File: src/rtl/gdc_pkg.sv
// Package of the gaze direction controller: types, codes and constants.
// Used by the front, queue, easing unit, back and top level; depends on nothing.
package gdc_pkg;

  // Half and full turn in 1/128 degree units, signed delta width
  localparam logic signed [17:0] HALF_TURN = 18'sd23040;
  localparam logic signed [17:0] FULL_TURN = 18'sd46080;

  localparam int CFG_IDX_W  = 3;
  localparam int CFG_DATA_W = 32;

  // Register indexes of the configuration port
  typedef enum logic [CFG_IDX_W-1:0] {
    CFG_DEADZONE        = 3'd0,
    CFG_STEP_SIZE       = 3'd1,
    CFG_YAW_LIMIT       = 3'd2,
    CFG_PITCH_LIMIT     = 3'd3,
    CFG_RETURN_MS       = 3'd4,
    CFG_IDLE_TIMEOUT    = 3'd5,
    CFG_PATROL_INTERVAL = 3'd6
  } cfg_idx_t;

  typedef struct packed {
    logic [14:0] deadzone;
    logic [4:0]  step_size;
    logic [5:0]  yaw_limit;
    logic [5:0]  pitch_limit;
    logic [15:0] return_ms;
    logic [31:0] idle_wait_ms;
    logic [15:0] patrol_interval_ms;
  } cfg_t;

  // Motion seen on one axis
  typedef enum logic [1:0] {
    MOV_NONE = 2'd0,
    MOV_POS  = 2'd1,
    MOV_NEG  = 2'd2
  } mov_t;

  // Classified item handed from front to back
  typedef struct packed {
    mov_t        ydir;
    mov_t        pdir;
    logic [31:0] now_ms;
  } cmd_t;

  typedef enum logic [1:0] {
    B_IDLE,
    B_EXEC,
    B_EASE,
    B_RESULT
  } back_state_t;

  typedef enum logic [2:0] {
    E_IDLE,
    E_MUL1,
    E_MUL2,
    E_MUL3,
    E_SETUP,
    E_DIV,
    E_FIN
  } ease_state_t;

  // Easing unit request and response
  typedef struct packed {
    logic              start;
    logic signed [6:0] origin_yaw;
    logic signed [6:0] origin_pitch;
    logic [15:0]       rem;
  } ease_req_t;

  typedef struct packed {
    logic              done;
    logic signed [6:0] yaw;
    logic signed [6:0] pitch;
  } ease_rsp_t;

endpackage

File: src/rtl/gdc_cmd_fifo.sv
// Two-entry queue of classified items between front and back.
// Depends on gdc_pkg.
module gdc_cmd_fifo (
  input  logic          clk,
  input  logic          rst_n,
  input  logic          push,
  input  gdc_pkg::cmd_t push_data,
  input  logic          pop,
  output gdc_pkg::cmd_t head,
  output logic          full,
  output logic          empty
);

  gdc_pkg::cmd_t mem_r [2];
  logic          wr_ptr_r, wr_ptr_nxt;
  logic          rd_ptr_r, rd_ptr_nxt;
  logic [1:0]    count_r, count_nxt;

  assign full  = (count_r == 2'd2);
  assign empty = (count_r == 2'd0);
  assign head  = mem_r[rd_ptr_r];

  // Pointer and fill count
  always_comb begin
    wr_ptr_nxt = push ? !wr_ptr_r : wr_ptr_r;
    rd_ptr_nxt = pop ? !rd_ptr_r : rd_ptr_r;
    count_nxt  = count_r;
    if (push && !pop) count_nxt = count_r + 2'd1;
    if (pop && !push) count_nxt = count_r - 2'd1;
  end

  always_ff @(posedge clk) begin
    if (!rst_n) begin
      wr_ptr_r <= 1'b0;
      rd_ptr_r <= 1'b0;
      count_r  <= 2'd0;
    end else begin
      wr_ptr_r <= wr_ptr_nxt;
      rd_ptr_r <= rd_ptr_nxt;
      count_r  <= count_nxt;
    end
  end

  always_ff @(posedge clk) begin
    if (push) mem_r[wr_ptr_r] <= push_data;
  end

endmodule

File: config.mk
export PLATFORM = sky130hd
export DESIGN_NAME = gdc_cmd_fifo
export DESIGN_NICKNAME = d
export VERILOG_FILES = /design/src/rtl/gdc_pkg.sv /design/src/rtl/gdc_cmd_fifo.sv
export SDC_FILE = /design/constraint.sdc
export NUM_CORES = 1
export LEC_CHECK = 0
export BUFFER_PORTS_ARGS = -buffer_cell sky130_fd_sc_hd__buf_2
export CAP_MARGIN = 20
export CORE_AREA = 4 4 80 82
export DETAILED_ROUTE_END_ITERATION = 12
export DIE_AREA = 0 0 84 86
export PLACE_DENSITY = 0.75
export SETUP_SLACK_MARGIN = 0.4
export SLEW_MARGIN = 40
export SYNTH_ARGS = -nofsm -noshare
export SYNTH_HDL_FRONTEND = slang
export SYNTH_SLANG_ARGS = --single-unit
File: constraint.sdc
create_clock -name clk -period 2.7 [get_ports clk]
set_input_delay 0.27 -clock clk [delete_from_list [all_inputs] [get_ports clk]]
set_output_delay 0.27 -clock clk [all_outputs]
set_load 0.02 [all_outputs]
-- Word-level counts from Yosys, hierarchy flattened
Memories as Yosys holds them, arrays and structs flattened. A register that Yosys moved wholly into a read port is not among the register bits.
Cells that the tools add are included.
Widths: inputs -> output; s select.
- bits in registers: 4
- RAM bits: 72
- bits of input ports: 40
- output and inout bits: 38
- word-level logic and storage cells: 21
- memories kept: 1
- memories (name ; words ; width ; read ports ; clocked after memory_dff ; write ports ; line ; text):
    mem_r ; 2 ; 36 ; 1 ; 1 ; 1 ; gdc_cmd_fifo.sv:14 ; gdc_pkg::cmd_t mem_r [2];
- add/subtract/negate cells: 2
- eq/ne operators: 1
- multiplexer cells: 6
- reductions and logical operators: 8
- operators with widths (kind ; count):
    $logic_not 1->1 ; 4
    $mux 1 ; 4
    $mux 2 ; 2
    $add 2x1->2 const B ; 1
    $eq 2x2->1 const B ; 1
    $logic_and 1x1->1 ; 2
    $logic_not 2->1 ; 1
    $reduce_bool 2->1 ; 1
    $sub 2x1->2 const B ; 1

-- Depth between registers and ports, before layout
Gate-level depths: netlist of the first run.
- depth in word-level cells: 4
- mapped depth: 5
- depth with buffers taken out: 5

-- Least setup slack after synthesis of the first run
No wires, ideal clock.
- path type: input -> register
- start: input push
- end: memory mem_r[0][0] (netlist name) (enable)
- setup time: 0.431 ns
- arrival time: 1.872 ns
- required time: 2.269 ns
- path slack: 0.396 ns
- stages: 2
- buffers on the path: 0
- cells stage by stage: inv_1 > nor2_1
- longest elaborated chain between the ends: 2
- ends and longest elaborated chain (item ; line ; text):
    start, declared ; gdc_cmd_fifo.sv:6 ; input logic push,
    $mux 1 ; gdc_cmd_fifo.sv:45 ; if (push) mem_r[wr_ptr_r] <= push_data;
    $mux 1 (implied by the code) ; gdc_cmd_fifo.sv:45 ;
    end, declared ; gdc_cmd_fifo.sv:14 ;
Every way passes these cells.

==> run_results.csv, run 1 <==
group,metric,value,unit
placed_design,dpl.cell_count,284,
routing,vias,1451,
clock_tree,root_buffer,"clkbuf_8",
setup_path,end_kind,"output port",
routing,wire_per_inst,15.5,um
yosys,muxShareOfSynthArea,14.5,%
yosys,synth-adder-area-share,0.446,%
yosys,netlist_area,2800,um2
die,ios,78,
setup_path,setup.worst_path.class,"register to output port",
power,p_comb_share,13.3,%
sta,hold_viol,0,
global_routing,grt_max_degree,37,
setup_path,max_stage_delay,0.41,ns
yosys,synth_nets,175,
sta,finalSetupTns,0,ns
sta,max_freq,0.530,GHz
power,p_sw,567,uW
status,status,"complete, no violations",
clock_tree,hold_buffers,0,
yosys,yosysSeqAreaShare,80.7,%
die,die_h,86,um
final_layout,layoutNonFillerInstCount,300,
clock_tree,clk_pin_slew,0.07,ns
final_layout,final_common_cell,"buf_2",
routing,drcViolationCount,0,
sta,grt_setup_unrepaired,"no",
placed_design,numPortBuffers,77,
power,cellInternalPower,1.84,mW
worst_hold_path,hp-class,"input port to register",
global_routing,busiest_layer,"met2",
clock_tree,cts_resized,0,
final_layout,fillCellCount,454,
clock_tree,numCtsBuffers,9,
global_routing,antenna_found_initial,0,
die,die_w,84,um
global_routing,gr-usage-met1,17.5,%
power,seqPwrFrac,57.8,%
sta,final-setup-viol-count,0,
power,p_clk_share,28.9,%
power,p_leak,1.30,nW
yosys,ys_seq_elements,77,
clock_tree,h-tree-depth,3,
yosys,yosys.area_share.simple,1.92,%
global_routing,use_met2,21.9,%
routing,via_per_inst,4.84,
clock_tree,cts_tree,"yes",
setup_path,cp_slowest_cell,"buf_4",
setup_path,crit_chain,"buf_4 -> mux2_2 -> buf_2",
routing,antenna_left,0,
routing,firstDrtPassIters,4,
global_routing,grt_overflow,0,
die,num_rows,28,
global_routing,grt.total_usage,13.9,%
sta,slew_headroom,62.1,%
yosys,yosys_warnings,0,
power,peakVddDrop,0.373,mV
global_routing,first_global_vias,1595,
sta,slew_violations,0,
yosys,syn_avg_cell_area,20.9,um2
setup_path,cp-start-kind,"register",
routing,drt_iter0_drc,60,
placed_design,gp_congestion,0.702,
final_layout,nets,261,
power,pwr_density_cell,697,nW/um2
setup_path,critPathMaxFanout,36,
clock_tree,clk_path_buf_depth,2,
clock_tree,postCtsSetupBuffers,0,
clock_tree,worstSkewPairLatency,0.33,ns
die,die_area,7220,um2
final_layout,final_util,60.1,%
routing,wirelength,4.66,mm
flow_run,maxCapViolCount,0,
sta,tightestPinTransition,0.567,ns
yosys,synth-xor-area-share,0.937,%
power,switching_share,23.5,%
clock_tree,cts_sinks,77,
sta,period_share,69.8,%
sta,skew,0.00548,ns
die,start_util,48.8,%
global_routing,grt_pass1_wl,7.51,mm
final_layout,n_antenna_cell,0,
placed_design,dp_hpwl,3.16,mm
final_layout,areaGrowthSynthToFinish,23.2,%
yosys,synth_cell_types,16,
yosys,synth_compound_area_share,0.714,%
setup_path,cp.required,2.43,ns
sta,finalCriticalPeriod,1.89,ns
final_layout,layout_common_cells,"buf_2, edfxtp_1, mux2_2, clkbuf_8, dfxtp_1",
yosys,synthCells,134,
yosys,synth_top_family_by_area,"multiplexers",
global_routing,grt_use_met3,4.42,%
final_layout,drive_gt1_share,57.8,%
die,coreArea,5750,um2
setup_path,arrival,1.62,ns
[through the flow]
stage	power [mW]	area, um2	hold slack, ns	setup slack [ns]
after floorplan	1.62	2810	0.369	1.01
after global placement	1.74	3300	0.460	1.15
after detailed placement	1.75	3300	0.462	1.14
after CTS	2.44	3450	0.109	0.771
after global routing	2.53	3450	0.104	0.702
final	2.41	3450	0.123	0.814
[area by class of cell]
cell class | instances | area (um2) | share of cell area, %
clock buffers | 13 | 139 | 4.02
clock inverters | 3 | 15.0 | 0.435
repair buffers | 79 | 413 | 12.0
multi-input cells | 52 | 528 | 15.3
well taps | 75 | 93.8 | 2.72
flip-flops and latches | 77 | 2260 | 65.5
inverters | 1 | 3.75 | 0.109
[cell families (layout without fill, tap and decap cells)]
group	count (synthesis)	count (layout)
flops	77	77
mux	36	36
simple gates	9	9
buf+inv	5	96
compound gates	3	3
xor+xnor	3	3
fa+ha+maj	1	1
[state kept, by name, indices dropped and copies added, names as in the netlist, named ones only]
register / flops
count_r: 2
rd_ptr_r: 1
wr_ptr_r: 1
mem_r: 72
[worst max-delay path, delay by kind of cell (launching register included)]
family	cells	cell delay [ns]
flops	1	0.31
buf+inv	2	0.57
mux	1	0.40
[cells in the mapped netlist]
master | count | share of area [%]
nor2b_1 | 1 | 0.22
xor2_1 | 1 | 0.31
dfxtp_1 | 5 | 3.6
ha_1 | 1 | 0.45
nor2_1 | 2 | 0.27
mux2_2 | 36 | 14
and2b_2 | 1 | 0.31
inv_1 | 1 | 0.13
a21boi_1 | 1 | 0.27
buf_2 | 4 | 0.71
and2_1 | 4 | 0.89
o21a_1 | 1 | 0.27
xnor2_1 | 2 | 0.62
o21ai_0 | 1 | 0.18
edfxtp_1 | 72 | 77
or3_1 | 1 | 0.22
[final timing paths]
kind	from	endpoint	slack (ns)	cells after the start
max reg2reg	wr_ptr_r$_SDFFE_PN0P_	mem_r[0][3]$_DFFE_PP_	1.34	2
max	register	head[30]	0.81	3
min	push_data[12]	mem_r[1][12]$_DFFE_PP_	0.12	1
min reg2reg	count_r[1]$_SDFFE_PN0P_	count_r[1]$_SDFFE_PN0P_	0.52	2
[power groups by stage]
stage	registers, mW	logic [mW]	clock network (mW)
3_3_place_gp	1.42	0.323	0
3_5_place_dp	1.42	0.327	0
2_1_floorplan	1.41	0.208	0
5_1_grt	1.40	0.349	0.780
4_1_cts	1.39	0.329	0.718
6_report	1.39	0.321	0.695
[routing by layer]
layer / part of all wire, % / wire [um] / vias up
li1: - / - / 689
met1: 43 / 1990 / 693
met2: 48 / 2250 / 63
met3: 7.9 / 369 / 6
met4: 1.1 / 51 / 0
met5: 0 / 0 / -
No activity file was read; power rests on OpenSTA's default activity.
==> inputs of run 2 (changes only) <==
--- a/config.mk
+++ b/config.mk
@@ -7,10 +7,10 @@
 export LEC_CHECK = 0
 export BUFFER_PORTS_ARGS = -buffer_cell sky130_fd_sc_hd__buf_2
 export CAP_MARGIN = 20
-export CORE_AREA = 4 4 80 82
+export CORE_AREA = 4 4 84 86
 export DETAILED_ROUTE_END_ITERATION = 12
-export DIE_AREA = 0 0 84 86
-export PLACE_DENSITY = 0.75
+export DIE_AREA = 0 0 88 90
+export PLACE_DENSITY = 0.71
 export SETUP_SLACK_MARGIN = 0.4
 export SLEW_MARGIN = 40
 export SYNTH_ARGS = -nofsm -noshare
==> constraint.sdc (replaced) <==
create_clock -name clk -period 1.6 [get_ports clk]
set_input_delay 0.16 -clock clk [delete_from_list [all_inputs] [get_ports clk]]
set_output_delay 0.16 -clock clk [all_outputs]
set_load 0.02 [all_outputs]
==> run_results.csv, run 2 (synthesis gave the netlist of run 1 again) <==
group,metric,value,unit
status,status,"complete, no violations",
clock_tree,cts_tree,"yes",
sta,tightestPinTransition,0.278,ns
final_layout,largest_reg_flops,72,
clock_tree,clk_path_buf_depth,2,
final_layout,reg_top3,"mem_r (72), count_r (2)",
sta,slew_violations,0,
placed_design,dp_hpwl,3.30,mm
setup_path,setup.worst_path.class,"register to output port",
global_routing,grt_pass1_wl,8.04,mm
final_layout,drive_gt1_share,54.9,%
routing,wire_per_inst,15.9,um
power,cellInternalPower,3.42,mW
die,die_w,88,um
clock_tree,root_buffer,"clkbuf_8",
placed_design,place_ws,0.317,ns
final_layout,final_common_cell,"edfxtp_1",
routing,vias,1601,
die,start_util,44.7,%
final_layout,nets,293,
placed_design,gp_congestion,0.684,
power,p_sw,1.05,mW
final_layout,final_util,63.6,%
power,peakVddDrop,0.623,mV
worst_hold_path,whs_endpoint,"mem_r[0][32]$_DFFE_PP_",
worst_hold_path,hold_depth,1,
die,ios,78,
power,finalPower,4.47,mW
final_layout,areaGrowthSynthToFinish,42.5,%
routing,firstDrtPassIters,4,
sta,slew_headroom,81.5,%
worst_hold_path,min-delay-start,"push_data[32]",
power,p_comb_share,16.1,%
final_layout,layout_common_cells,"edfxtp_1, buf_2, buf_4, dlygate4sd3_1, mux2_2",
power,p_clk_share,31.2,%
setup_path,cp-start-kind,"register",
routing,wirelength,5.32,mm
power,seqPwrFrac,52.7,%
routing,via_per_inst,4.79,
sta,finalSetupTns,0,ns
setup_path,r2r_start,"count_r[0]$_SDFFE_PN0P_",
power,switching_share,23.5,%
sta,finalCriticalPeriod,1.56,ns
setup_path,r2r_setup_slack,0.51,ns
placed_design,numPortBuffers,77,
routing,antenna_left,0,
die,num_rows,29,
global_routing,antenna_found_initial,0,
power,pwr_density_cell,1120,nW/um2
sta,hold_viol,0,
sta,skew,0.00784,ns
final_layout,n_antenna_cell,0,
clock_tree,worstSkewPairLatency,0.34,ns
power,p_leak,1.54,nW
global_routing,grt.total_usage,13.6,%
clock_tree,cts_sinks,77,
global_routing,grt_max_degree,21,
setup_path,cp.required,1.44,ns
setup_path,end_kind,"output port",
sta,grt_setup_unrepaired,"yes",
sta,max_freq,0.642,GHz
routing,drcViolationCount,0,
worst_hold_path,hp-class,"input port to register",
setup_path,arrival,1.40,ns
sta,whs,0.0201,ns
routing,drt_iter0_drc,49,
global_routing,grt_overflow,0,
flow_run,maxCapViolCount,0,
setup_path,regToRegEndpoint,"count_r[1]$_SDFFE_PN0P_",
clock_tree,numCtsBuffers,9,
sta,final-setup-viol-count,0,
setup_path,ff2ff_path_depth,4,
sta,period_share,97.3,%
final_layout,regMostFlops,"mem_r",
die,die_area,7920,um2
global_routing,first_global_vias,1679,
clock_tree,h-tree-depth,3,
clock_tree,clk_pin_slew,0.08,ns
die,die_h,90,um
setup_path,critPathMaxFanout,16,
sta,layout_setup_ws,0.0426,ns
die,coreArea,6280,um2
[run 2: how the worst max path moves through the flow]
stage	slack [ns]	startpoint	depth (start not counted)	to
final	0.04	register	3	head[1]
after global routing	-0.003	register	3	head[14]
after CTS	0.02	register	3	head[32]
after detailed placement	0.32	register	3	head[32]
after global placement	0.33	register	3	head[25]
after floorplan	0.33	wr_ptr_r$_SDFFE_PN0P_	1	mem_r[0][0]$_DFFE_PP_
[run 2: repair_timing]
| action | in CTS | in global routing |
|---|---|---|
| gates resized for setup | 5 | 57 |
| setup endpoints to repair | 73 | 37 |
| hold buffers | 25 | 2 |
| endpoints found under the hold margin | 48 | 4 |
| setup buffers | 2 | 0 |
| pin swaps | 1 | 0 |
| gates cloned | 1 | 0 |
[run 2: power by group through the flow]
| stage | Sequential (mW) | Clock (mW) | Combinational (mW) |
|---|---|---|---|
| after floorplan | 2.39 | 0 | 0.359 |
| after global placement | 2.40 | 0 | 0.550 |
| after detailed placement | 2.40 | 0 | 0.558 |
| after CTS | 2.36 | 1.44 | 0.632 |
| after global routing | 2.37 | 1.53 | 0.773 |
| final | 2.36 | 1.39 | 0.722 |
[run 2: area by class of cell]
cell class              instances  area (um2)
well taps                      77        96.3
inverters                       1        3.75
flip-flops and latches         77        2270
clock buffers                  10         128
clock inverters                 6        63.8
fillers                       462        2280
repair buffers                110         857
multi-input cells              53         578
[run 2: per-stage QoR]
stage               cells  instance area [um2]
finish                334                 4000
global route          334                 4000
detailed placement    288                 3330
global placement      288                 3330
floorplan             134                 2820
CTS                   332                 3810
[run 2: layer usage]
layer | part of all wire, % | global-route usage [%]
met1 | 38 | 15.9
met2 | 53 | 21.9
met5 | 0 | 0
met3 | 6.8 | 4.84
met4 | 2.0 | 6.65
[run 2: critical path, cell delays in order, from the launching register on]
cell	delay, ns
dfxtp_4	0.38
buf_12	0.17
mux2_2	0.34
buf_4	0.16
