[src/rtl/gdc_pkg.sv]
// Package of the gaze direction controller: types, codes and constants.
// Used by the front, queue, easing unit, back and top level; depends on nothing.
package gdc_pkg;

  // Half and full turn in 1/128 degree units, signed delta width
  localparam logic signed [17:0] HALF_TURN = 18'sd23040;
  localparam logic signed [17:0] FULL_TURN = 18'sd46080;

  localparam int CFG_IDX_W  = 3;
  localparam int CFG_DATA_W = 32;

  // Register indexes of the configuration port
  typedef enum logic [CFG_IDX_W-1:0] {
    CFG_DEADZONE        = 3'd0,
    CFG_STEP_SIZE       = 3'd1,
    CFG_YAW_LIMIT       = 3'd2,
    CFG_PITCH_LIMIT     = 3'd3,
    CFG_RETURN_MS       = 3'd4,
    CFG_IDLE_TIMEOUT    = 3'd5,
    CFG_PATROL_INTERVAL = 3'd6
  } cfg_idx_t;

  typedef struct packed {
    logic [14:0] deadzone;
    logic [4:0]  step_size;
    logic [5:0]  yaw_limit;
    logic [5:0]  pitch_limit;
    logic [15:0] return_ms;
    logic [31:0] idle_wait_ms;
    logic [15:0] patrol_interval_ms;
  } cfg_t;

  // Motion seen on one axis
  typedef enum logic [1:0] {
    MOV_NONE = 2'd0,
    MOV_POS  = 2'd1,
    MOV_NEG  = 2'd2
  } mov_t;

  // Classified item handed from front to back
  typedef struct packed {
    mov_t        ydir;
    mov_t        pdir;
    logic [31:0] now_ms;
  } cmd_t;

  typedef enum logic [1:0] {
    B_IDLE,
    B_EXEC,
    B_EASE,
    B_RESULT
  } back_state_t;

  typedef enum logic [2:0] {
    E_IDLE,
    E_MUL1,
    E_MUL2,
    E_MUL3,
    E_SETUP,
    E_DIV,
    E_FIN
  } ease_state_t;

  // Easing unit request and response
  typedef struct packed {
    logic              start;
    logic signed [6:0] origin_yaw;
    logic signed [6:0] origin_pitch;
    logic [15:0]       rem;
  } ease_req_t;

  typedef struct packed {
    logic              done;
    logic signed [6:0] yaw;
    logic signed [6:0] pitch;
  } ease_rsp_t;

endpackage

[src/rtl/gdc_in_if.sv]
// Input item channel of the gaze direction controller.
// Depends on nothing.
interface gdc_in_if;
  logic               valid;
  logic               ready;
  logic               sensor_reset;
  logic               has_sample;
  logic signed [15:0] yaw_angle;
  logic signed [15:0] pitch_angle;
  logic [31:0]        now_ms;

  modport source (output valid, sensor_reset, has_sample, yaw_angle, pitch_angle, now_ms,
                  input ready);
  modport sink (input valid, sensor_reset, has_sample, yaw_angle, pitch_angle, now_ms,
                output ready);
endinterface

[src/rtl/gdc_front.sv]
// Front part: accepts input items, tracks the previous sample and
// classifies yaw/pitch motion. Depends on gdc_pkg and gdc_in_if.
module gdc_front (
  input  logic             clk,
  input  logic             rst_n,
  gdc_in_if.sink           in_item,
  input  logic [14:0]      deadzone,
  input  logic             q_full,
  output logic             q_push,
  output gdc_pkg::cmd_t    q_data
);

  logic signed [15:0] prev_yaw_r, prev_yaw_nxt;
  logic signed [15:0] prev_pitch_r, prev_pitch_nxt;
  logic               prev_valid_r, prev_valid_nxt;
  logic               accept;
  logic               prev_ok;

  // Wrapped delta against deadzone gives the motion direction
  function automatic gdc_pkg::mov_t classify(input logic signed [15:0] a,
                                             input logic signed [15:0] p,
                                             input logic [14:0] dz);
    logic signed [17:0] d;
    logic signed [17:0] w;
    logic [17:0]        mag;
    gdc_pkg::mov_t      res;
    d = 18'(a) - 18'(p);
    w = d;
    if (d > gdc_pkg::HALF_TURN) begin
      w = d - gdc_pkg::FULL_TURN;
    end else if (d < -gdc_pkg::HALF_TURN) begin
      w = d + gdc_pkg::FULL_TURN;
    end
    mag = w[17] ? 18'(-w) : 18'(w);
    res = gdc_pkg::MOV_NONE;
    if (mag > {3'b000, dz}) begin
      res = w[17] ? gdc_pkg::MOV_NEG : gdc_pkg::MOV_POS;
    end
    return res;
  endfunction

  assign in_item.ready = !q_full;
  assign accept        = in_item.valid && !q_full;
  assign q_push        = accept;
  assign prev_ok       = prev_valid_r && !in_item.sensor_reset;

  // Classify and update the sample history
  always_comb begin
    prev_yaw_nxt   = prev_yaw_r;
    prev_pitch_nxt = prev_pitch_r;
    prev_valid_nxt = prev_valid_r;
    q_data.ydir    = gdc_pkg::MOV_NONE;
    q_data.pdir    = gdc_pkg::MOV_NONE;
    q_data.now_ms  = in_item.now_ms;
    if (in_item.has_sample && prev_ok) begin
      q_data.ydir = classify(in_item.yaw_angle, prev_yaw_r, deadzone);
      q_data.pdir = classify(in_item.pitch_angle, prev_pitch_r, deadzone);
    end
    if (accept) begin
      if (in_item.sensor_reset) prev_valid_nxt = 1'b0;
      if (in_item.has_sample) begin
        prev_yaw_nxt   = in_item.yaw_angle;
        prev_pitch_nxt = in_item.pitch_angle;
        prev_valid_nxt = 1'b1;
      end
    end
  end

  always_ff @(posedge clk) begin
    if (!rst_n) begin
      prev_yaw_r   <= '0;
      prev_pitch_r <= '0;
      prev_valid_r <= 1'b0;
    end else begin
      prev_yaw_r   <= prev_yaw_nxt;
      prev_pitch_r <= prev_pitch_nxt;
      prev_valid_r <= prev_valid_nxt;
    end
  end

endmodule

[src/flat_wrapper.sv]
// flat-port wrapper written by rule: the top's interface ports become plain ports
module gdc_front_flat 
  (clk, rst_n, deadzone, q_full, q_push, q_data, in_item_valid, in_item_sensor_reset, in_item_has_sample, in_item_yaw_angle, in_item_pitch_angle, in_item_now_ms, in_item_ready);
  gdc_in_if in_item_i ();
  input  logic clk;
  input  logic rst_n;
  input  logic [14:0] deadzone;
  input  logic q_full;
  output logic q_push;
  output gdc_pkg::cmd_t q_data;
  input wire logic [$bits(in_item_i.valid)-1:0] in_item_valid;
  input wire logic [$bits(in_item_i.sensor_reset)-1:0] in_item_sensor_reset;
  input wire logic [$bits(in_item_i.has_sample)-1:0] in_item_has_sample;
  input wire logic [$bits(in_item_i.yaw_angle)-1:0] in_item_yaw_angle;
  input wire logic [$bits(in_item_i.pitch_angle)-1:0] in_item_pitch_angle;
  input wire logic [$bits(in_item_i.now_ms)-1:0] in_item_now_ms;
  output wire logic [$bits(in_item_i.ready)-1:0] in_item_ready;
  assign in_item_i.valid = in_item_valid;
  assign in_item_i.sensor_reset = in_item_sensor_reset;
  assign in_item_i.has_sample = in_item_has_sample;
  assign in_item_i.yaw_angle = in_item_yaw_angle;
  assign in_item_i.pitch_angle = in_item_pitch_angle;
  assign in_item_i.now_ms = in_item_now_ms;
  assign in_item_ready = in_item_i.ready;
  gdc_front u_core (.clk(clk), .rst_n(rst_n), .in_item(in_item_i), .deadzone(deadzone), .q_full(q_full), .q_push(q_push), .q_data(q_data));
endmodule
[config.mk]
export PLATFORM = sky130hd
export DESIGN_NAME = gdc_front_flat
export DESIGN_NICKNAME = d
export VERILOG_FILES = /design/src/rtl/gdc_pkg.sv /design/src/rtl/gdc_in_if.sv /design/src/rtl/gdc_front.sv /design/src/flat_wrapper.sv
export SDC_FILE = /design/constraint.sdc
export NUM_CORES = 1
export LEC_CHECK = 0
export ABC_CLOCK_PERIOD_IN_PS = 8000
export BUFFER_PORTS_ARGS = -buffer_cell sky130_fd_sc_hd__buf_2
export CORE_MARGIN = 4
export CORE_UTILIZATION = 45
export DETAILED_ROUTE_END_ITERATION = 10
export GPL_TIMING_DRIVEN = 0
export PLACE_DENSITY_LB_ADDON = 0.1
export SYNTH_ARGS = -nofsm -noshare
export SYNTH_HDL_FRONTEND = slang
export SYNTH_SLANG_ARGS = --single-unit
[constraint.sdc]
create_clock -name clk -period 8 [get_ports clk]
set_clock_uncertainty 0.1 [all_clocks]
set_input_delay 1.6 -clock clk [delete_from_list [all_inputs] [get_ports clk]]
set_output_delay 1.6 -clock clk [all_outputs]
set_load 0.02 [all_outputs]
# After elaboration in Yosys (flattened, before gate mapping)
# Cells that the tools add are included.
# word_totals
register_bits,33
ramBits,0
latchBits,0
n_memories,0
output_inout_bits,38
wordCells,40
mem_bits_ro,0
# op_classes
reduce_logical,8
shifts,0
add_sub_neg,8
n_eq_ne,0
n_lt_le_gt_ge,6
div_mod_pow,0
muxes,15
multipliers,0
n_bitwise,0
# op_table
op,count
$mux 18,8
$add 18x17->18 const B,2
$gt 18x15->1,2
$gt 18x16->1 const B,2
$lt 18x16->1 const B,2
$neg 18->18,2
$sub 18x17->18 const B,2
$sub 16x16->17,2
$mux 2,4
$mux 4,1
$reduce_and 2->1,2
$logic_and 1x1->1,3
$logic_not 1->1,2
$mux 1,2
$reduce_bool 2->1,1

# Depth between registers and ports, before layout
# logic_depth
depth_word,10
depth_mapped,28
mapped_depth_nobuf,27

# Worst setup path before layout
# Ideal clock, no wire load.
# synth_timing
path_type,input-to-output
from,input port in_item_yaw_angle[0]
to,output port q_data[35] (netlist bit)
arrival_time_ns,6.240
path_stages,28
setup_slack_ns,0.060
path_buffers,1
cell_sequence,inv_1 ha_1 fa_1 nand2b_1 a21o_1 a21boi_2 a41oi_2 xor2_2 inv_2 ha_1 a31oi_1 o311ai_2 a21oi_1 o22ai_1 buf_2 nand2_1 xnor2_1 ha_1 a21oi_1 nor2b_1 o21ai_0 a21oi_1 a211oi_1 o21ai_0 a21oi_1 nor2_1 o21ai_0 nor2b_1
# synth_lines
element,line_no,text
"start, declared",flat_wrapper.sv:14,input wire logic [$bits(in_item_i.yaw_angle)-1:0] in_item_yaw_angle;
"end, declared",flat_wrapper.sv:10,output gdc_pkg::cmd_t q_data;

==> flow_metrics.tcl <==
set metrics [dict create \
    switching_power_uw 557 \
    final.fill_count 1095 \
    synth_area_per_cell_um2 7.39 \
    crit_path_max_fanout 9 \
    power.combinational.fraction_pct 72.1 \
    worstHoldEndpoint "u_core.prev_pitch_r[15]$_SDFFE_PN0P_" \
    power.internal_uw 747 \
    fin_nets 1076 \
    grt_max_degree 11 \
    clk-insertion-delay-late_ns 0.27 \
    seq_power_share_pct 13.3 \
    setup.worst_path.class "input pin to output pin" \
    placement_rows 40 \
    yosys.area_share.adder_pct 15.5 \
    via_per_inst 5.39 \
    start_util_pct 46.3 \
    yosys_most_used_dff "sky130_fd_sc_hd__dfxtp_1" \
    routing_usage_on_met3_pct 2.75 \
    post_dr_wirelength_cell_um 14.9 \
    critPathCaptureType "output pin" \
    seq_area_um2 661 \
    timing.rr.start "u_core.prev_yaw_r[0]$_SDFFE_PN0P_" \
    netSwitchingFraction_pct 42.7 \
    final.period_utilization_pct 100 \
    grt_busiest_layer "met1" \
    initialDrtViolationCount 399 \
    largest_family_of_logic_cells_by_synthesized_area "compound AO/OA/AOI/OAI gates" \
    flow.area_growth_from_synthesis_pct 35.5 \
    peakVddDrop_uv 141 \
    synth_mux_area_share_pct 0.940 \
    final.setup.tns_ns 0 \
    p_leak_uw 0.00321 \
    rsz0062_at_grt "yes" \
    dp.cells 1014 \
    synth.lib_cells_used.distinct 86 \
    cp.arrival_ns 6.30 \
    max_cap_viol_count 0 \
    cts_h_tree_lvls 2 \
    r2r_setup_slack_ns 7.23 \
    drt_drc_violations_left 0 \
    synth_area_um2 5590 \
    place.detailed.hpwl_um 12600 \
    die_w_um 119 \
    synth-compound-area-share_pct 30.0 \
    initial_antenna_violation_count 0 \
    syn_nets 909 \
    maximum_achievable_frequency_mhz 125 \
    antenna_cells_inserted 0 \
    crit_slowest_cell "sky130_fd_sc_hd__o32ai_4" \
    routed_wirelength_um 16200 \
    dieArea_um2 14300 \
    async_reset_ff_share_pct 0 \
    min_path_type "flip-flop to flip-flop" \
    multi_input_area_um2 4900 \
    port-buffer-count 90 \
    hold_viol_final 0 \
    layout.cells.non_filler 1091 \
    globalRoute.totalOverflow 0 \
    syn-instance-count 756 \
    clock_sink_count 33 \
    ios 123 \
    grt_util_all_layers_pct 21.3 \
    post_synth_xor_area_fraction_pct 9.54 \
    timing.rr.end "u_core.prev_yaw_r[0]$_SDFFE_PN0P_" \
    gp_congestion 0.844 \
    first_pass_grt_wire_length_um 25800 \
    final_layout_size_suffix_gt1_share_pct 34.8 \
    grt.met2_usage_pct 31.9 \
    synth-simple-area-share_pct 21.5 \
    first_global_vias 5431 \
    worst-endpoint-required_ns 6.30 \
    status "finished, final reports clean" \
    design.core.area_um2 12100 \
    reg2reg_depth 2 \
    clk_path_buf_depth 2 \
    cts_tree "done" \
    proportion_of_synthesized_chip_area_in_sequential_cells_pct 11.8 \
    ys_seq_elements 33 \
    power.density_nw_per_um2 172 \
    synth_enable_flop_cells 0 \
    cts_inserted_buffers 5 \
    max-slew-margin-rel_pct 62.8 \
    firstDrtPassIters 5 \
    postRouteAntennaNets 0 \
    gr-usage-met1_pct 32.0 \
    critPathMaxStageDelay_ns 0.39 \
    timing.hold.worst_path_depth 2 \
    syn_warnings 0 \
    clock_root_buffer "sky130_fd_sc_hd__clkbuf_16" \
    final-max-slew-violation-count 0 \
    clkSlewWorstSetupHoldPaths_ns 0.05 \
    worstHoldStart "u_core.prev_pitch_r[15]$_SDFFE_PN0P_" \
    dieHeight_um 119 \
    worst_setup_path_start_kind "input pin" \
    vias 5881 \
    power_frac_clock_pct 14.7 \
    tightestPinTransition_ns 0.558 \
    post-route-min-period_ns 8.00 \
    setup_viol 0 \
    crit_top_cell "sky130_fd_sc_hd__nor2_1" \
]
[kinds of logic (layout without fill, tap and decap cells)]
kind of cell	after synthesis	after routing
and+or+nand+nor	247	247
adders and majority gates	68	68
buffers and inverters	121	288
muxes	5	5
AOI/OAI and AO/OA	225	225
DFF	33	33
xor gates and xnor gates	57	57
[sequential cells by signal, indices dropped and copies added (netlist names)]
| name | flops |
|---|---|
| u_core.prev_yaw_r | 16 |
| u_core.prev_pitch_r | 16 |
| u_core.prev_valid_r | 1 |
[worst max-delay path by stage]
stage,from,endpoint,slack (ns)
finish,in_item_pitch_angle[5],q_data[33],0.004
global route,in_item_pitch_angle[0],q_data[33],-0.24
CTS,in_item_yaw_angle[0],q_data[35],-0.04
detailed placement,in_item_yaw_angle[0],q_data[35],-1.06
global placement,in_item_yaw_angle[0],q_data[35],-1.02
floorplan,in_item_yaw_angle[0],q_data[35],0.06
[per-layer routing]
layer	share of wire (%)	wire length, um
met3	6.1	984
met2	42	6840
met4	1.2	199
met1	51	8220
met5	0	0
[worst max-delay path, delay by kind of cell]
family	cells	cell delay (ns)
compound gates	9	1.88
xor+xnor	2	0.35
fa+ha+maj	2	0.51
buf+inv	6	0.79
simple gates	10	1.13
[Yosys cell counts, types with 5 or more instances]
| library cell | count | share of area, % |
|---|---|---|
| sky130_fd_sc_hd__a21o_1 | 18 | 2.4 |
| sky130_fd_sc_hd__a21oi_1 | 41 | 3.7 |
| sky130_fd_sc_hd__ha_1 | 66 | 15 |
| sky130_fd_sc_hd__nand2b_1 | 10 | 1.1 |
| sky130_fd_sc_hd__o21ai_0 | 26 | 2.3 |
| sky130_fd_sc_hd__nor3_1 | 11 | 0.98 |
| sky130_fd_sc_hd__nand3_1 | 15 | 1.3 |
| sky130_fd_sc_hd__or3_1 | 5 | 0.56 |
| sky130_fd_sc_hd__dfxtp_1 | 33 | 12 |
| sky130_fd_sc_hd__a211o_1 | 6 | 0.94 |
| sky130_fd_sc_hd__o21ai_1 | 8 | 0.72 |
| sky130_fd_sc_hd__nor4_1 | 7 | 0.78 |
| sky130_fd_sc_hd__xnor2_1 | 40 | 6.3 |
| sky130_fd_sc_hd__a31oi_1 | 10 | 1.1 |
| sky130_fd_sc_hd__o211ai_1 | 6 | 0.81 |
| sky130_fd_sc_hd__clkbuf_1 | 15 | 1.0 |
| sky130_fd_sc_hd__xor2_1 | 14 | 2.2 |
| sky130_fd_sc_hd__nand4_1 | 12 | 1.3 |
| sky130_fd_sc_hd__nor2b_1 | 8 | 0.90 |
| sky130_fd_sc_hd__nor2_1 | 51 | 3.4 |
| sky130_fd_sc_hd__a211oi_1 | 9 | 1.2 |
| sky130_fd_sc_hd__buf_2 | 5 | 0.45 |
| sky130_fd_sc_hd__buf_4 | 33 | 4.4 |
| sky130_fd_sc_hd__nand2_1 | 102 | 6.9 |
| sky130_fd_sc_hd__inv_1 | 62 | 4.2 |
| sky130_fd_sc_hd__a21boi_0 | 37 | 5.0 |
| sky130_fd_sc_hd__and3_1 | 5 | 0.56 |
| sky130_fd_sc_hd__o21a_1 | 5 | 0.67 |
[placed cells by master, fill, tap and decap left out, types with 6 or more instances in the layout]
cell type and count:
sky130_fd_sc_hd__nor3_1 9, sky130_fd_sc_hd__nor2_1 49, sky130_fd_sc_hd__buf_2 86, sky130_fd_sc_hd__inv_1 60
sky130_fd_sc_hd__o211ai_1 6, sky130_fd_sc_hd__a21oi_2 9, sky130_fd_sc_hd__o21ai_2 6, sky130_fd_sc_hd__nand2_1 99
sky130_fd_sc_hd__nand3_1 14, sky130_fd_sc_hd__nor2b_1 7, sky130_fd_sc_hd__a31oi_1 6, sky130_fd_sc_hd__nand2b_1 8
sky130_fd_sc_hd__nand4_1 12, sky130_fd_sc_hd__a21oi_1 33, sky130_fd_sc_hd__a211o_1 6, sky130_fd_sc_hd__xnor2_1 33
sky130_fd_sc_hd__clkbuf_1 12, sky130_fd_sc_hd__a21boi_0 35, sky130_fd_sc_hd__ha_4 7, sky130_fd_sc_hd__xor2_1 11
sky130_fd_sc_hd__buf_6 11, sky130_fd_sc_hd__o21ai_0 13, sky130_fd_sc_hd__a21o_1 18, sky130_fd_sc_hd__dfxtp_1 33
sky130_fd_sc_hd__a211oi_2 8, sky130_fd_sc_hd__buf_4 106, sky130_fd_sc_hd__o21ai_1 15, sky130_fd_sc_hd__nor4_1 6
sky130_fd_sc_hd__ha_1 54
[stage by stage]
step           utilization [%]  instance area [um^2]  hold WS, ns  power, uW  worst slack [ns]
6_report                  62.8                  7570        0.360       1300           0.00371
3_3_place_gp              51.8                  6250        0.351        863             -1.02
5_1_grt                   62.8                  7570        0.381       1410            -0.240
4_1_cts                   56.8                  6850        0.365       1180           -0.0424
2_1_floorplan                -                  5590        0.343        736            0.0597
3_5_place_dp              51.8                  6250        0.357        885             -1.06
[power groups by stage]
stage               combinational [uW]  sequential [uW]  clock [uW]
global placement                   687              176           0
global route                      1030              174         203
detailed placement                 708              176           0
floorplan                          560              176           0
CTS                                810              173         195
finish                             940              173         191
[timing repair]
| item | in CTS | in global routing |
|---|---|---|
| setup buffers | 29 | 45 |
| resized for setup | 55 | 80 |
| pin swaps | 46 | 68 |
| setup endpoints to repair | 4 | 4 |
| endpoints found under the hold margin | 0 | 0 |
| hold buffers | 0 | 0 |
[area by class of cell]
cell class	instances	share of cell area (%)
plain buffers	52	4.72
clock buffers	7	1.88
inverters	65	3.34
multi-input cells	602	64.7
flip-flops and latches	33	8.72
well taps	168	2.78
repair buffers	164	13.9
No activity file was read; power rests on OpenSTA's default activity.
