`config.mk`:
```
export PLATFORM = sky130hd
export DESIGN_NAME = gdc_back_flat
export DESIGN_NICKNAME = d
export VERILOG_FILES = /design/src/rtl/gdc_pkg.sv /design/src/rtl/gdc_out_if.sv /design/src/rtl/gdc_back.sv /design/src/flat_wrapper.sv
export SDC_FILE = /design/constraint.sdc
export NUM_CORES = 1
export LEC_CHECK = 0
export ABC_AREA = 1
export ABC_CLOCK_PERIOD_IN_PS = 7700
export BUFFER_PORTS_ARGS = -buffer_cell sky130_fd_sc_hd__buf_2
export CORE_MARGIN = 2
export CORE_UTILIZATION = 55
export CTS_BUF_LIST = sky130_fd_sc_hd__clkbuf_8
export DETAILED_ROUTE_END_ITERATION = 12
export PLACE_DENSITY = 0.71
export SLEW_MARGIN = 25
export SYNTH_ARGS = -nofsm -noshare
export SYNTH_HDL_FRONTEND = slang
export SYNTH_SLANG_ARGS = --single-unit
```
`constraint.sdc`:
```
create_clock -name clk -period 7.7 [get_ports clk]
set_input_delay 0.385 -clock clk [delete_from_list [all_inputs] [get_ports clk]]
set_output_delay 0.385 -clock clk [all_outputs]
set_load 0.03 [all_outputs]
```
`src/rtl/gdc_pkg.sv`:
```
// Package of the gaze direction controller: types, codes and constants.
// Used by the front, queue, easing unit, back and top level; depends on nothing.
package gdc_pkg;

  // Half and full turn in 1/128 degree units, signed delta width
  localparam logic signed [17:0] HALF_TURN = 18'sd23040;
  localparam logic signed [17:0] FULL_TURN = 18'sd46080;

  localparam int CFG_IDX_W  = 3;
  localparam int CFG_DATA_W = 32;

  // Register indexes of the configuration port
  typedef enum logic [CFG_IDX_W-1:0] {
    CFG_DEADZONE        = 3'd0,
    CFG_STEP_SIZE       = 3'd1,
    CFG_YAW_LIMIT       = 3'd2,
    CFG_PITCH_LIMIT     = 3'd3,
    CFG_RETURN_MS       = 3'd4,
    CFG_IDLE_TIMEOUT    = 3'd5,
    CFG_PATROL_INTERVAL = 3'd6
  } cfg_idx_t;

  typedef struct packed {
    logic [14:0] deadzone;
    logic [4:0]  step_size;
    logic [5:0]  yaw_limit;
    logic [5:0]  pitch_limit;
    logic [15:0] return_ms;
    logic [31:0] idle_wait_ms;
    logic [15:0] patrol_interval_ms;
  } cfg_t;

  // Motion seen on one axis
  typedef enum logic [1:0] {
    MOV_NONE = 2'd0,
    MOV_POS  = 2'd1,
    MOV_NEG  = 2'd2
  } mov_t;

  // Classified item handed from front to back
  typedef struct packed {
    mov_t        ydir;
    mov_t        pdir;
    logic [31:0] now_ms;
  } cmd_t;

  typedef enum logic [1:0] {
    B_IDLE,
    B_EXEC,
    B_EASE,
    B_RESULT
  } back_state_t;

  typedef enum logic [2:0] {
    E_IDLE,
    E_MUL1,
    E_MUL2,
    E_MUL3,
    E_SETUP,
    E_DIV,
    E_FIN
  } ease_state_t;

  // Easing unit request and response
  typedef struct packed {
    logic              start;
    logic signed [6:0] origin_yaw;
    logic signed [6:0] origin_pitch;
    logic [15:0]       rem;
  } ease_req_t;

  typedef struct packed {
    logic              done;
    logic signed [6:0] yaw;
    logic signed [6:0] pitch;
  } ease_rsp_t;

endpackage

```
`src/rtl/gdc_out_if.sv`:
```
// Result item channel of the gaze direction controller.
// Depends on nothing.
interface gdc_out_if;
  logic              valid;
  logic              ready;
  logic signed [6:0] yaw_pos;
  logic signed [6:0] pitch_pos;
  logic              redraw;

  modport source (output valid, yaw_pos, pitch_pos, redraw, input ready);
  modport sink (input valid, yaw_pos, pitch_pos, redraw, output ready);
endinterface

```
`src/rtl/gdc_back.sv`:
```
// Back part: position state, motion/patrol/return/idle handling and the
// result register. Depends on gdc_pkg and gdc_out_if; drives gdc_ease.
module gdc_back (
  input  logic               clk,
  input  logic               rst_n,
  input  gdc_pkg::cfg_t      cfg,
  input  logic               q_empty,
  input  gdc_pkg::cmd_t      q_head,
  output logic               q_pop,
  output gdc_pkg::ease_req_t ease_req,
  input  gdc_pkg::ease_rsp_t ease_rsp,
  gdc_out_if.source          out_item
);

  gdc_pkg::back_state_t state_r, state_nxt;
  gdc_pkg::cmd_t        cmd_r, cmd_nxt;
  logic signed [6:0] yaw_r, yaw_nxt, pitch_r, pitch_nxt;
  logic signed [6:0] shown_yaw_r, shown_yaw_nxt, shown_pitch_r, shown_pitch_nxt;
  logic signed [6:0] org_yaw_r, org_yaw_nxt, org_pitch_r, org_pitch_nxt;
  logic        returning_r, returning_nxt;
  logic        patrolling_r, patrolling_nxt;
  logic        patrol_neg_r, patrol_neg_nxt;
  logic [31:0] ret_start_r, ret_start_nxt;
  logic [31:0] last_motion_r, last_motion_nxt;
  logic [31:0] last_patrol_r, last_patrol_nxt;
  logic        out_valid_r, out_valid_nxt;
  logic signed [6:0] out_yaw_r, out_yaw_nxt, out_pitch_r, out_pitch_nxt;
  logic        out_redraw_r, out_redraw_nxt;

  logic              ymov, pmov;
  logic signed [6:0] ybase, pbase;
  logic signed [8:0] ysum, psum, pat_sum, ylim_s;
  logic [4:0]        step;
  logic [31:0]       start_v, elapsed;

  // Symmetric saturation to +-lim
  function automatic logic signed [6:0] clamp_sym(input logic signed [8:0] v,
                                                  input logic [5:0] lim);
    logic signed [8:0] l;
    logic signed [6:0] r;
    l = $signed({3'b000, lim});
    if (v > l) r = 7'(l);
    else if (v < -l) r = 7'(-l);
    else r = 7'(v);
    return r;
  endfunction

  assign step    = cfg.step_size;
  assign ymov    = (cmd_r.ydir != gdc_pkg::MOV_NONE);
  assign pmov    = (cmd_r.pdir != gdc_pkg::MOV_NONE);
  assign ybase   = patrolling_r ? 7'sd0 : yaw_r;
  assign pbase   = patrolling_r ? 7'sd0 : pitch_r;
  assign ysum    = (cmd_r.ydir == gdc_pkg::MOV_NEG) ? 9'(ybase) - $signed({4'b0, step})
                                                    : 9'(ybase) + $signed({4'b0, step});
  // Falling pitch raises the position
  assign psum    = (cmd_r.pdir == gdc_pkg::MOV_POS) ? 9'(pbase) - $signed({4'b0, step})
                                                    : 9'(pbase) + $signed({4'b0, step});
  assign pat_sum = patrol_neg_r ? 9'(yaw_r) - $signed({4'b0, step})
                                : 9'(yaw_r) + $signed({4'b0, step});
  assign ylim_s  = $signed({3'b000, cfg.yaw_limit});
  assign start_v = returning_r ? ret_start_r : cmd_r.now_ms;
  assign elapsed = cmd_r.now_ms - start_v;

  assign out_item.valid     = out_valid_r;
  assign out_item.yaw_pos   = out_yaw_r;
  assign out_item.pitch_pos = out_pitch_r;
  assign out_item.redraw    = out_redraw_r;

  // Next state and outputs
  always_comb begin
    state_nxt       = state_r;
    cmd_nxt         = cmd_r;
    yaw_nxt         = yaw_r;
    pitch_nxt       = pitch_r;
    shown_yaw_nxt   = shown_yaw_r;
    shown_pitch_nxt = shown_pitch_r;
    org_yaw_nxt     = org_yaw_r;
    org_pitch_nxt   = org_pitch_r;
    returning_nxt   = returning_r;
    patrolling_nxt  = patrolling_r;
    patrol_neg_nxt  = patrol_neg_r;
    ret_start_nxt   = ret_start_r;
    last_motion_nxt = last_motion_r;
    last_patrol_nxt = last_patrol_r;
    out_valid_nxt   = out_valid_r && !out_item.ready;
    out_yaw_nxt     = out_yaw_r;
    out_pitch_nxt   = out_pitch_r;
    out_redraw_nxt  = out_redraw_r;
    q_pop           = 1'b0;
    ease_req.start        = 1'b0;
    ease_req.origin_yaw   = org_yaw_nxt;
    ease_req.origin_pitch = org_pitch_nxt;
    ease_req.rem          = cfg.return_ms - elapsed[15:0];

    case (state_r)
      gdc_pkg::B_IDLE: begin
        if (!q_empty) begin
          q_pop     = 1'b1;
          cmd_nxt   = q_head;
          state_nxt = gdc_pkg::B_EXEC;
        end
      end
      gdc_pkg::B_EXEC: begin
        state_nxt = gdc_pkg::B_RESULT;
        if (ymov || pmov) begin
          // Motion: step and saturate, leaving patrol and return
          returning_nxt   = 1'b0;
          patrolling_nxt  = 1'b0;
          last_motion_nxt = cmd_r.now_ms;
          yaw_nxt   = ymov ? clamp_sym(ysum, cfg.yaw_limit) : ybase;
          pitch_nxt = pmov ? clamp_sym(psum, cfg.pitch_limit) : pbase;
        end else if (patrolling_r) begin
          // Patrol sweep step when the interval has passed
          if ((cmd_r.now_ms - last_patrol_r) >= {16'b0, cfg.patrol_interval_ms}) begin
            last_patrol_nxt = cmd_r.now_ms;
            pitch_nxt       = 7'sd0;
            if (pat_sum >= ylim_s) begin
              yaw_nxt        = 7'(ylim_s);
              patrol_neg_nxt = 1'b1;
            end else if (pat_sum <= -ylim_s) begin
              yaw_nxt        = 7'(-ylim_s);
              patrol_neg_nxt = 1'b0;
            end else begin
              yaw_nxt = 7'(pat_sum);
            end
          end
        end else if (yaw_r != 7'sd0 || pitch_r != 7'sd0) begin
          // Eased return to center
          if (!returning_r) begin
            org_yaw_nxt   = yaw_r;
            org_pitch_nxt = pitch_r;
          end
          returning_nxt = 1'b1;
          ret_start_nxt = start_v;
          ease_req.origin_yaw   = org_yaw_nxt;
          ease_req.origin_pitch = org_pitch_nxt;
          if (elapsed >= {16'b0, cfg.return_ms}) begin
            yaw_nxt       = 7'sd0;
            pitch_nxt     = 7'sd0;
            returning_nxt = 1'b0;
          end else begin
            ease_req.start = 1'b1;
            state_nxt      = gdc_pkg::B_EASE;
          end
        end else begin
          // Centered and still: start patrol after the idle timeout
          if ((cmd_r.now_ms - last_motion_r) >= cfg.idle_wait_ms) begin
            patrolling_nxt  = 1'b1;
            last_patrol_nxt = cmd_r.now_ms;
            patrol_neg_nxt  = 1'b0;
          end
        end
      end
      gdc_pkg::B_EASE: begin
        if (ease_rsp.done) begin
          yaw_nxt   = ease_rsp.yaw;
          pitch_nxt = ease_rsp.pitch;
          state_nxt = gdc_pkg::B_RESULT;
        end
      end
      gdc_pkg::B_RESULT: begin
        if (!out_valid_r || out_item.ready) begin
          out_valid_nxt   = 1'b1;
          out_yaw_nxt     = yaw_r;
          out_pitch_nxt   = pitch_r;
          out_redraw_nxt  = (yaw_r != shown_yaw_r) || (pitch_r != shown_pitch_r);
          shown_yaw_nxt   = yaw_r;
          shown_pitch_nxt = pitch_r;
          state_nxt       = gdc_pkg::B_IDLE;
        end
      end
      default: state_nxt = gdc_pkg::B_IDLE;
    endcase
  end

  always_ff @(posedge clk) begin
    if (!rst_n) begin
      state_r       <= gdc_pkg::B_IDLE;
      yaw_r         <= '0;
      pitch_r       <= '0;
      shown_yaw_r   <= '0;
      shown_pitch_r <= '0;
      org_yaw_r     <= '0;
      org_pitch_r   <= '0;
      returning_r   <= 1'b0;
      patrolling_r  <= 1'b0;
      patrol_neg_r  <= 1'b0;
      ret_start_r   <= '0;
      last_motion_r <= '0;
      last_patrol_r <= '0;
      out_valid_r   <= 1'b0;
    end else begin
      state_r       <= state_nxt;
      yaw_r         <= yaw_nxt;
      pitch_r       <= pitch_nxt;
      shown_yaw_r   <= shown_yaw_nxt;
      shown_pitch_r <= shown_pitch_nxt;
      org_yaw_r     <= org_yaw_nxt;
      org_pitch_r   <= org_pitch_nxt;
      returning_r   <= returning_nxt;
      patrolling_r  <= patrolling_nxt;
      patrol_neg_r  <= patrol_neg_nxt;
      ret_start_r   <= ret_start_nxt;
      last_motion_r <= last_motion_nxt;
      last_patrol_r <= last_patrol_nxt;
      out_valid_r   <= out_valid_nxt;
    end
  end

  // Payload registers
  always_ff @(posedge clk) begin
    cmd_r        <= cmd_nxt;
    out_yaw_r    <= out_yaw_nxt;
    out_pitch_r  <= out_pitch_nxt;
    out_redraw_r <= out_redraw_nxt;
  end

endmodule

```
`src/flat_wrapper.sv`:
```
// flat-port wrapper written by rule: the top's interface ports become plain ports
module gdc_back_flat 
  (clk, rst_n, cfg, q_empty, q_head, q_pop, ease_req, ease_rsp, out_item_valid, out_item_yaw_pos, out_item_pitch_pos, out_item_redraw, out_item_ready);
  gdc_out_if out_item_i ();
  input  logic clk;
  input  logic rst_n;
  input  gdc_pkg::cfg_t cfg;
  input  logic q_empty;
  input  gdc_pkg::cmd_t q_head;
  output logic q_pop;
  output gdc_pkg::ease_req_t ease_req;
  input  gdc_pkg::ease_rsp_t ease_rsp;
  output wire logic [$bits(out_item_i.valid)-1:0] out_item_valid;
  output wire logic [$bits(out_item_i.yaw_pos)-1:0] out_item_yaw_pos;
  output wire logic [$bits(out_item_i.pitch_pos)-1:0] out_item_pitch_pos;
  output wire logic [$bits(out_item_i.redraw)-1:0] out_item_redraw;
  input wire logic [$bits(out_item_i.ready)-1:0] out_item_ready;
  assign out_item_valid = out_item_i.valid;
  assign out_item_yaw_pos = out_item_i.yaw_pos;
  assign out_item_pitch_pos = out_item_i.pitch_pos;
  assign out_item_redraw = out_item_i.redraw;
  assign out_item_i.ready = out_item_ready;
  gdc_back u_core (.clk(clk), .rst_n(rst_n), .cfg(cfg), .q_empty(q_empty), .q_head(q_head), .q_pop(q_pop), .ease_req(ease_req), .ease_rsp(ease_rsp), .out_item(out_item_i));
endmodule
```
======== Word-level counts from Yosys, hierarchy flattened ========
Cells that the tools add are included.
operators by class
  $add $sub $neg .......................... 12
  $lt $le $gt $ge ......................... 9
  equal/unequal tests ..................... 17
  multiplexer cells ....................... 62
  bitwise logic cells ..................... 3
  reduce and logical (&&, ||, !) cells .... 24
operator list
  kind                  number
  $mux W32              5
  $mux W7               22
  $sub A32 B32 Y32      3
  $ge A32 B16 Y1        2
  $mux W15              4
  $ge A32 B32 Y1        1
  $pmux W7 S2           2
  $mux W9               3
  $add A7 B6 Y8         3
  $sub A7 B6 Y8         3
  $mux W1               19
  $gt A9 B7 Y1          2
  $lt A9 B9 Y1          2
  $neg A6 Y9            2
  $sub A16 B16 Y16      1
  $ne A7 B7 Y1          2
  $reduce_bool A7 Y1    2
  $mux W2               6
  $reduce_and A5 Y1     2
  $reduce_bool A2 Y1    5
  $ge A9 B7 Y1          1
  $le A9 B9 Y1          1
  $ne A2 B2 Y1 const B  4
  $ne A4 B1 Y1 const B  2
  other kinds (15)      28
storage, ports and cells
  bits in registers ....................... 195
  input bits .............................. 151
  output and inout bits ................... 48
  word-level logic and storage cells ...... 147

======== Depth between registers and ports, before layout ========
  depth after elaboration ................. 9
  gate-level depth with buffers ........... 33

======== Worst setup path after synthesis ========
Ideal clock, no wire load.
  kind .................................... register -> output
  from .................................... reg u_core.returning_r
  to ...................................... out ease_req[13] (netlist name)
  arrival time ............................ 4,051 ps
  required time ........................... 7,315 ps
  slack ................................... 3,264 ps
  cell stages (with the launch flop) ...... 21
  path buffers ............................ 2
  path through ............................ dfxtp_1 > buf_2 > buf_1 > nand2_1 > o21ai_0 > ha_1 > inv_1 > fa_1 > nand3_1 > nand3_1 > xor2_1 > ha_1 > a21oi_1 > inv_1 > a31oi_1 > o21bai_1 > a21oi_1 > o21ai_0 > a31oi_1 > o21ai_0 > xor2_1
RTL lines
  what                      RTL line            text
  start: declaration        gdc_back.sv:20      logic returning_r, returning_nxt;
  start signal: assignment  gdc_back.sv:200     returning_r <= returning_nxt;
  end: declaration          flat_wrapper.sv:11  output gdc_pkg::ease_req_t ease_req;

==> results.py <==
metrics = {
    "cts": {
        "cts.sinks": 195,
        "root_buffer": "clkbuf_8",
        "cts.repair.resized": 0,
        "ctsHoldBuffers": 0,
        "clk_pin_slew_ns": 0.12,
        "cts.htree.levels": 4,
        "clk_path_buf_depth": 2,
        "cts_tree": "yes",
        "clock_latency_ns": 0.49,
        "numCtsBuffers": 17,
        "postCtsSetupBuffers": 0,
    },
    "power_and_ir_drop": {
        "share_seq_of_total_power_pct": 18.6,
        "internal_power_w": 0.00361,
        "share_comb_of_total_power_pct": 71.8,
        "switchingPower_w": 0.00429,
        "pwr-share-clk_pct": 9.6,
        "p_leak_nw": 10.5,
        "vdd_drop_max_mv": 0.542,
        "pwr_density_cell_nw_per_um2": 381,
        "p_sw_share_pct": 54.3,
    },
    "synthesis": {
        "ys.flop_type": "dfxtp_1",
        "synth_top_area_share_pct": 16.0,
        "ys_types": 55,
        "synth_edf_count": 51,
        "synth-seq-cells": 195,
        "syn_area_um2": 19000,
        "yosysMostFrequentCell": "nand2_1",
        "yosysTopAreaCell": "ha_1",
        "synthCells": 2852,
        "synth_commonest_cells": "653 x nand2_1, 483 x inv_1, 265 x nor2_1",
        "ys_seq_area_share_pct": 23.3,
        "syn_area_per_cell_um2": 6.65,
        "synthArstFlopShare_pct": 0,
        "synth.area.top_cells": "ha_1 16%, dfxtp_1 15%, nand2_1 13%",
        "syn_nets": 3253,
        "yosysWarnings": 0,
    },
    "timing": {
        "max_freq_mhz": 177,
        "max-slew-margin-rel_pct": 44.3,
        "rsz0062_at_grt": "false",
        "finalSetupViolCount": 0,
        "fin_ws_ns": 2.05,
        "setup_tns_ns": 0,
        "holdWs_ns": 0.0570,
        "period_needed_ns": 5.65,
        "finalHoldViolCount": 0,
        "skew_ns": 0.0213,
        "worstMarginPinSlew_ns": 0.836,
        "fin_crit_sh_pct": 73.4,
        "slew_violations": 0,
    },
    "placement": {
        "finalWeightedCongestion": 0.931,
        "hpwl_um": 42100,
        "dpl_worst_slack_ns": 2.39,
        "postPlaceCellArea_um2": 20200,
        "io_buffer_count": 183,
    },
    "route": {
        "drt_iter0_drc": 1256,
        "via_per_inst": 5.39,
        "ant_nets": 0,
        "first_pass_iters": 5,
        "dr_total_vias": 18690,
        "drc": 0,
        "routed_wl_um": 51200,
        "wl_per_cell_um": 14.8,
    },
    "global_route": {
        "grt_max_degree": 97,
        "grt_pass1_vias": 17327,
        "grt_pass1_wl_um": 83500,
        "gr-total-overflow": 0,
        "grt.total_usage_pct": 28.5,
        "antenna_found_initial": 0,
    },
    "critical_path": {
        "end_kind": "primary output",
        "crit_fanout": 20,
        "path_class": "reg2out",
        "worstPathArrival_ns": 5.26,
        "cp_data_required_time_ns": 7.32,
        "worstSetupStartpointType": "flop",
    },
    "floorplan": {
        "core_um2": 33700,
        "std_cell_rows": 67,
        "die_h_um": 190,
        "dieArea_um2": 36000,
        "top_level_ports": 199,
        "die_w_um": 190,
        "start_util_pct": 56.2,
    },
    "run": {
        "maxCapViolCount": 0,
    },
    "final_layout": {
        "antenna_cells": 0,
        "drive_gt1_share_pct": 9.63,
        "area_growth_pct": 9.37,
        "postLayoutCellArea_um2": 20700,
        "final_nets": 3410,
    },
    "outcome": {
        "status": "finished clean",
    },
    "min_path": {
        "hold_class": "in2reg",
    },
}
[registers in the layout, indices dropped and copies added, names as in the netlist, 2 cells and up]
signal	count
u_core.cmd_r	36
u_core.last_motion_r	32
u_core.last_patrol_r	32
u_core.ret_start_r	32
u_core.org_pitch_r	7
u_core.org_yaw_r	7
u_core.out_item.pitch_pos	7
u_core.out_item.yaw_pos	7
u_core.pitch_r	7
u_core.shown_pitch_r	7
u_core.shown_yaw_r	7
u_core.yaw_r	7
u_core.state_r	2
[final timing paths]
path,depth (start not counted),start,slack (ns),to
max,23,u_core.returning_r$_SDFFE_PN0P_,2.05,ease_req[30]
min,1,q_head[33],0.06,u_core.cmd_r[33]$_DFFE_PP_
max reg2reg,26,u_core.cmd_r[0]$_DFFE_PP_,2.35,u_core.last_patrol_r[6]$_SDFFE_PN0P_
min reg2reg,0,u_core.pitch_r[1]$_SDFFE_PN0P_,0.45,u_core.out_item.pitch_pos[1]$_DFFE_PP_
[power groups by stage]
stage	logic (W)	registers [W]	clock network (W)
after floorplan	0.00430	0.00141	0
after global placement	0.00546	0.00147	0
after detailed placement	0.00560	0.00148	0
after CTS	0.00563	0.00146	0.000775
after global routing	0.00645	0.00148	0.000809
final	0.00567	0.00147	0.000759
[layer usage]
layer	share of wire [%]	vias to the layer above	wire length (um)	global-route usage [%]
li1	-	9644	-	-
met1	48	8437	24700	40.3
met2	43	541	22100	45.7
met3	6.4	68	3270	3.60
met4	2.3	0	1200	8.11
met5	0	-	0	0
[through the flow]
step                      utilization (%)  std cells  total power, W
after floorplan                         -       2852         0.00571
after global placement               60.1       3437         0.00694
after detailed placement             60.1       3437         0.00708
after CTS                            61.4       3469         0.00787
after global routing                 61.5       3470         0.00874
final                                61.5       3470         0.00790
[kinds of logic (layout without fill, tap and decap cells)]
logic type      after synthesis  in the layout  share of synthesized area, %
compound gates              526            526                          15.5
xor+xnor                    103            103                          4.80
fa+ha+maj                   250            250                          16.8
buf+inv                     547            717                          11.1
flops                       195            195                          23.3
mux                          30             30                          1.58
simple gates               1201           1201                          27.0
[layout by cell type (no fill, tap or decap), drive strengths merged, types with 3 or more instances in the layout]
cell type  instances
clkinv             6
nor2             277
o21ai            162
inv              499
a31oi             14
edfxtp            51
o21a               5
ha               243
o31ai              4
mux2i             30
buf              191
nor4               6
nand4             50
fa                 7
xnor2             25
clkbuf            18
bufinv             3
nand2            666
or2                7
a21oi            259
a211oi            41
nand3            139
o21bai             9
o211ai             8
o221ai             3
nand3b            17
nor3              37
xor2              78
dfxtp            144
a21boi             8
a21o               4
[critical path, stage by stage, from the launching register on]
cell      delay, ns
dfxtp_2        0.71
nand2_1        0.10
o21ai_0        0.15
ha_1           0.22
inv_1          0.08
fa_1           0.44
nand3_1        0.11
nand3_1        0.16
nand2_1        0.10
nand2_1        0.07
nand2_1        0.08
nand2_1        0.12
xor2_1         0.25
ha_1           0.33
nand2_1        0.10
nor2_1         0.05
a211oi_1       0.21
nand3_1        0.11
nor2_1         0.14
nand4_1        0.17
nor2_2         0.27
nand3_4        0.27
nor2_1         0.28
buf_2          0.25
[cell type report]
type / instances / area [um2]
Tap cell: 448 / 561
Inverter: 494 / 1850
Clock inverter: 14 / 209
Fill cell: 3281 / 13000
Sequential cell: 195 / 4420
Timing Repair Buffer: 191 / 996
Clock buffer: 18 / 248
Multi-Input combinational cell: 2110 / 12400
Power figures use the tool's default switching activity.
